`config.mk`:
```
export PLATFORM = sky130hd
export DESIGN_NAME = cnms_ctrl
export DESIGN_NICKNAME = d
export VERILOG_FILES = /design/src/rtl/cnms_pkg.sv /design/src/rtl/cnms_ctrl.sv
export SDC_FILE = /design/constraint.sdc
export NUM_CORES = 1
export LEC_CHECK = 0
export BUFFER_PORTS_ARGS = -buffer_cell sky130_fd_sc_hd__buf_4
export CORE_AREA = 3 3 40 42
export CTS_BUF_LIST = sky130_fd_sc_hd__clkbuf_16
export CTS_CLUSTER_SIZE = 40
export DETAILED_ROUTE_END_ITERATION = 6
export DIE_AREA = 0 0 43 45
export GPL_TIMING_DRIVEN = 0
export HOLD_SLACK_MARGIN = 0.03
export RECOVER_POWER = 50
export SETUP_SLACK_MARGIN = 0.15
export SLEW_MARGIN = 20
export SYNTH_ARGS = -nofsm -noshare
export SYNTH_HDL_FRONTEND = slang
export SYNTH_SLANG_ARGS = --single-unit
```
`constraint.sdc`:
```
create_clock -name clock -period 1.6 [get_ports clock]
set_clock_uncertainty 0.1 [all_clocks]
set_input_delay 0 -clock clock [delete_from_list [all_inputs] [get_ports clock]]
set_output_delay 0 -clock clock [all_outputs]
set_load 0.005 [all_outputs]
```
`src/rtl/cnms_pkg.sv`:
```
// shared types and constants for the canny non-maximum suppression block
package cnms_pkg;

   localparam int MAG_W      = 16;
   localparam int CLASS_W    = 2;
   localparam int CFG_W      = 11;
   localparam int CSR_IDX_W  = 3;
   localparam int CSR_DATA_W = 16;
   localparam int HEIGHT_MAX = 1024;
   localparam int ROW_W      = 10;

   // q8 tangents of 22.5 and 67.5 degrees
   localparam int TAN_LO_Q8 = 106;
   localparam int TAN_HI_Q8 = 618;

   localparam logic [CSR_IDX_W-1:0] CSR_IMAGE_WIDTH  = 3'd0;
   localparam logic [CSR_IDX_W-1:0] CSR_IMAGE_HEIGHT = 3'd1;
   localparam logic [CSR_IDX_W-1:0] CSR_USE_L2       = 3'd2;
   localparam logic [CSR_IDX_W-1:0] CSR_LOW_THRESH   = 3'd3;
   localparam logic [CSR_IDX_W-1:0] CSR_HIGH_THRESH  = 3'd4;

   localparam logic [CLASS_W-1:0] CLASS_NONE   = 2'd0;
   localparam logic [CLASS_W-1:0] CLASS_WEAK   = 2'd1;
   localparam logic [CLASS_W-1:0] CLASS_STRONG = 2'd2;

   typedef enum logic [1:0] {
      SEC_HORZ = 2'd0,
      SEC_VERT = 2'd1,
      SEC_DIAG = 2'd2,
      SEC_ANTI = 2'd3
   } sector_type;

   typedef enum logic [2:0] {
      ST_IDLE,
      ST_CALC,
      ST_ROOT_LOAD,
      ST_ROOT,
      ST_DONE
   } state_type;

   typedef struct packed {
      logic load;
      logic calc;
      logic root_start;
      logic finish;
   } cmd_type;

   typedef struct packed {
      logic use_l2;
      logic root_busy;
   } status_type;

endpackage

```
`src/rtl/cnms_ctrl.sv`:
```
// controller: sequences one pixel through the datapath and owns the handshakes
module cnms_ctrl
   import cnms_pkg::*;
(
   input  logic       clock,
   input  logic       reset,
   input  logic       req_tvalid,
   output logic       req_tready,
   output logic       rsp_tvalid,
   input  logic       rsp_tready,
   input  status_type status,
   output cmd_type    cmd
);

   state_type state_ff, state_in;
   logic      out_valid_ff, out_valid_in;
   logic      out_free;

   assign out_free = !out_valid_ff || rsp_tready;

   always_comb begin
      state_in = state_ff;
      case (state_ff)
         ST_IDLE:      if (req_tvalid) state_in = ST_CALC;
         ST_CALC:      state_in = status.use_l2 ? ST_ROOT_LOAD : ST_DONE;
         ST_ROOT_LOAD: state_in = ST_ROOT;
         ST_ROOT:      if (!status.root_busy) state_in = ST_DONE;
         ST_DONE:      if (out_free) state_in = ST_IDLE;
         default:      state_in = ST_IDLE;
      endcase
   end

   always_comb begin
      cmd            = '0;
      req_tready     = 1'b0;
      case (state_ff)
         ST_IDLE: begin
            req_tready = 1'b1;
            cmd.load   = req_tvalid;
         end
         ST_CALC:      cmd.calc = 1'b1;
         ST_ROOT_LOAD: cmd.root_start = 1'b1;
         ST_DONE:      cmd.finish = out_free;
         default: ;
      endcase
      out_valid_in = cmd.finish ? 1'b1 : (out_valid_ff && !rsp_tready);
   end

   always_ff @(posedge clock) begin
      if (reset) begin
         state_ff     <= ST_IDLE;
         out_valid_ff <= 1'b0;
      end else begin
         state_ff     <= state_in;
         out_valid_ff <= out_valid_in;
      end
   end

   assign rsp_tvalid = out_valid_ff;

endmodule

```
==> results.toml <==
[cts]
post_cts_hold_buffer_count = 4
total_cts_buffers = 3
cts-root-buf = "sky130_fd_sc_hd__clkbuf_16"
post-cts-setup-buffers = 0
h-tree-depth = 1
cts.reportedPaths.clkPinSlew_ns = 0.03
post_cts_resize_count = 0
ctsLongestPathBuffers = 2
cts_num_sinks = 4
cts_tree = "done"
clk-insertion-delay-late_ns = 0.22

[synthesis]
yosysUniqueCellTypes = 17
synth.avg_cell_area_sq_um = 7.597
post_synth_instance_area_sq_um = 212.7
share_of_the_yosys_chip_area_belonging_to_registers_pct = 37.65
synthesis.instances = 28
ys.warnings.count = 0
synth.net_count = 34
synth.ff_latch_count = 4

[worst_setup_path]
path_class = "reg2out"
critical_path.slowest_cell = "sky130_fd_sc_hd__clkbuf_1"
required_time_at_the_worst_slack_endpoint_ns = 1.50
crit_buf_inv = 2
cp.arrival_ns = 1.23
critPathMaxStageDelay_ns = 0.32
timing.critical_path.from_type = "flip-flop"
cp.depth = 4
cp_top_family = "buffers and inverters"
reg2reg_slack_ns = 0.43
worstPathMaxFanout = 10
crit_path_end_kind = "output port"
crit_path_cell_trace = "clkbuf_1 > nor3_1 > and2_1 > buf_4"
ff2ff_path_depth = 3

[flow_run]
drv.max_cap_violation_count = 0

[detailed_routing]
remaining_antenna_violation_count_after_routing = 0
detail_route.wirelength_um = 526
drtIter0Drc = 5
wl_per_cell_um = 8.623
vias_per_cell = 4.131
residual_drc_count = 0
dr.pass1.iters = 2
vias = 252

[layout]
drive_above_1_share_pct = 30.43
highest_count_cells_in_the_layout_ignoring_fill_and_taps = "sky130_fd_sc_hd__buf_4, sky130_fd_sc_hd__dlygate4sd3_1, sky130_fd_sc_hd__dfxtp_1"
n_diodes = 0
postLayoutCellArea_sq_um = 427.9
finish.net_count = 54
finish.utilization_pct = 33.30
flow.area_growth_from_synthesis_pct = 101.2
mostFrequentLayoutCell = "sky130_fd_sc_hd__buf_4"

[pwr]
cellLeakagePower_nw = 0.1822
power.ir.vdd_worst_v = 0.0008127
report.power.total_uw = 554.3
power_density_nw_per_um2 = 1295

[sta]
relSlewSlack_pct = 74.34
post-route-min-period_ns = 1.329
maxClockFrequency_mhz = 752.4
finalHoldViolations = 0
setup_viol = 0
slew_violations = 0
setup_total_negative_slack_ns = 0
fin_worst_hold_slack_ns = 0.06590
grt_setup_unrepaired = "false"
finalCritPeriodShare_pct = 83.07
worst-slew-pin-transition_ns = 0.3850

[floorplan]
floorplan.initialDensity_pct = 16.55
pin_count = 12
core_sq_um = 1285
floorplan.die.width_um = 43
die_height_um = 45
num_rows = 13
dieArea_sq_um = 1935

[placed_design]
numPortBuffers = 11
dp_hpwl_um = 389
post_dp_cell_area_sq_um = 314.1
globalplace.congestion = 0.7454

[global_routing]
grt_pass1_vias = 250
grt_antenna_before_repair = 0
grt_start_max_net_pins = 11
globalRoute.totalOverflow = 0
grt_first_pass_wirelength_um = 986
globalRouteTotalUtil_pct = 6.905

[worst_hold_path]
hp-class = "in2reg"
worst_hold_path_cells = 4

[run_status]
outcome = "completed"
## logic make-up (layout without fill, tap and decap cells)
group / after synthesis / count (layout) / synth area share (%)
simple gates: 16 / 16 / 40.00
compound gates: 6 / 6 / 18.23
flops: 4 / 4 / 37.65
buf+inv: 2 / 20 / 4.114
## through the flow
stage / std cells / setup WS (ns)
final: 61 / 0.2709
after global routing: 61 / 0.1309
after CTS: 61 / 0.3673
after detailed placement: 54 / 0.4409
after global placement: 54 / 0.4257
after floorplan: 28 / 0.5023
## worst reg2reg max path: cells and delay by family, from the launching register on
family	cells	cell delay [ns]
AOI/OAI and AO/OA	1	0.15
and+or+nand+nor	2	0.45
DFF	1	0.36
## where the power goes
part / internal (mW) / leakage [nW] / switching, mW / total, mW
registers: 0.105 / 0.0326 / 0.00699 / 0.112
logic: 0.0395 / 0.113 / 0.0238 / 0.0633
clock network: 0.318 / 0.0370 / 0.0602 / 0.379
## final timing paths
| kind | start | to |
|---|---|---|
| worst max-delay path | state_ff[2] | cmd[3] |
| worst min-delay path | status[0] | state_ff[2] |
| worst max register to register | state_ff[1] | state_ff[2] |
| worst min register to register | state_ff[0] | state_ff[1] |
## layout make-up
type,count,area (sq um)
Clock buffer,3,75.07
Buffer,1,3.754
Fill cell,140,857.1
Tap cell,15,18.77
Timing Repair Buffer,15,122.6
Sequential cell,4,80.08
Multi-Input combinational cell,22,123.9
Inverter,1,3.754
## cell usage after synthesis
library cell / count / area, sq um
sky130_fd_sc_hd__dfxtp_1: 4 / 80.08
sky130_fd_sc_hd__nor2_1: 3 / 11.26
sky130_fd_sc_hd__nor3_1: 3 / 15.01
sky130_fd_sc_hd__a211oi_1: 2 / 15.01
sky130_fd_sc_hd__a21oi_1: 2 / 10.01
sky130_fd_sc_hd__nand2_1: 2 / 7.510
sky130_fd_sc_hd__nor2b_1: 2 / 12.51
sky130_fd_sc_hd__a32oi_1: 1 / 8.760
sky130_fd_sc_hd__and2_1: 1 / 6.260
sky130_fd_sc_hd__buf_2: 1 / 5.000
sky130_fd_sc_hd__inv_1: 1 / 3.750
sky130_fd_sc_hd__nand2b_1: 1 / 6.260
sky130_fd_sc_hd__nand3_1: 1 / 5.000
sky130_fd_sc_hd__nand3b_1: 1 / 7.510
sky130_fd_sc_hd__nor3b_1: 1 / 7.510
sky130_fd_sc_hd__o21ai_0: 1 / 5.000
sky130_fd_sc_hd__or3_1: 1 / 6.260
## state kept, by name, summed over array words and instances, names as in the netlist
name        flops
rsp_tvalid      1
state_ff        3
## metal layers
layer / track usage, % / wire length, um
met3: 5.179 / 56
met4: 1.807 / 0
met1: 7.933 / 254
met5: 0 / 0
met2: 10.18 / 216
Note: power is estimated with default switching activity, not from simulation.
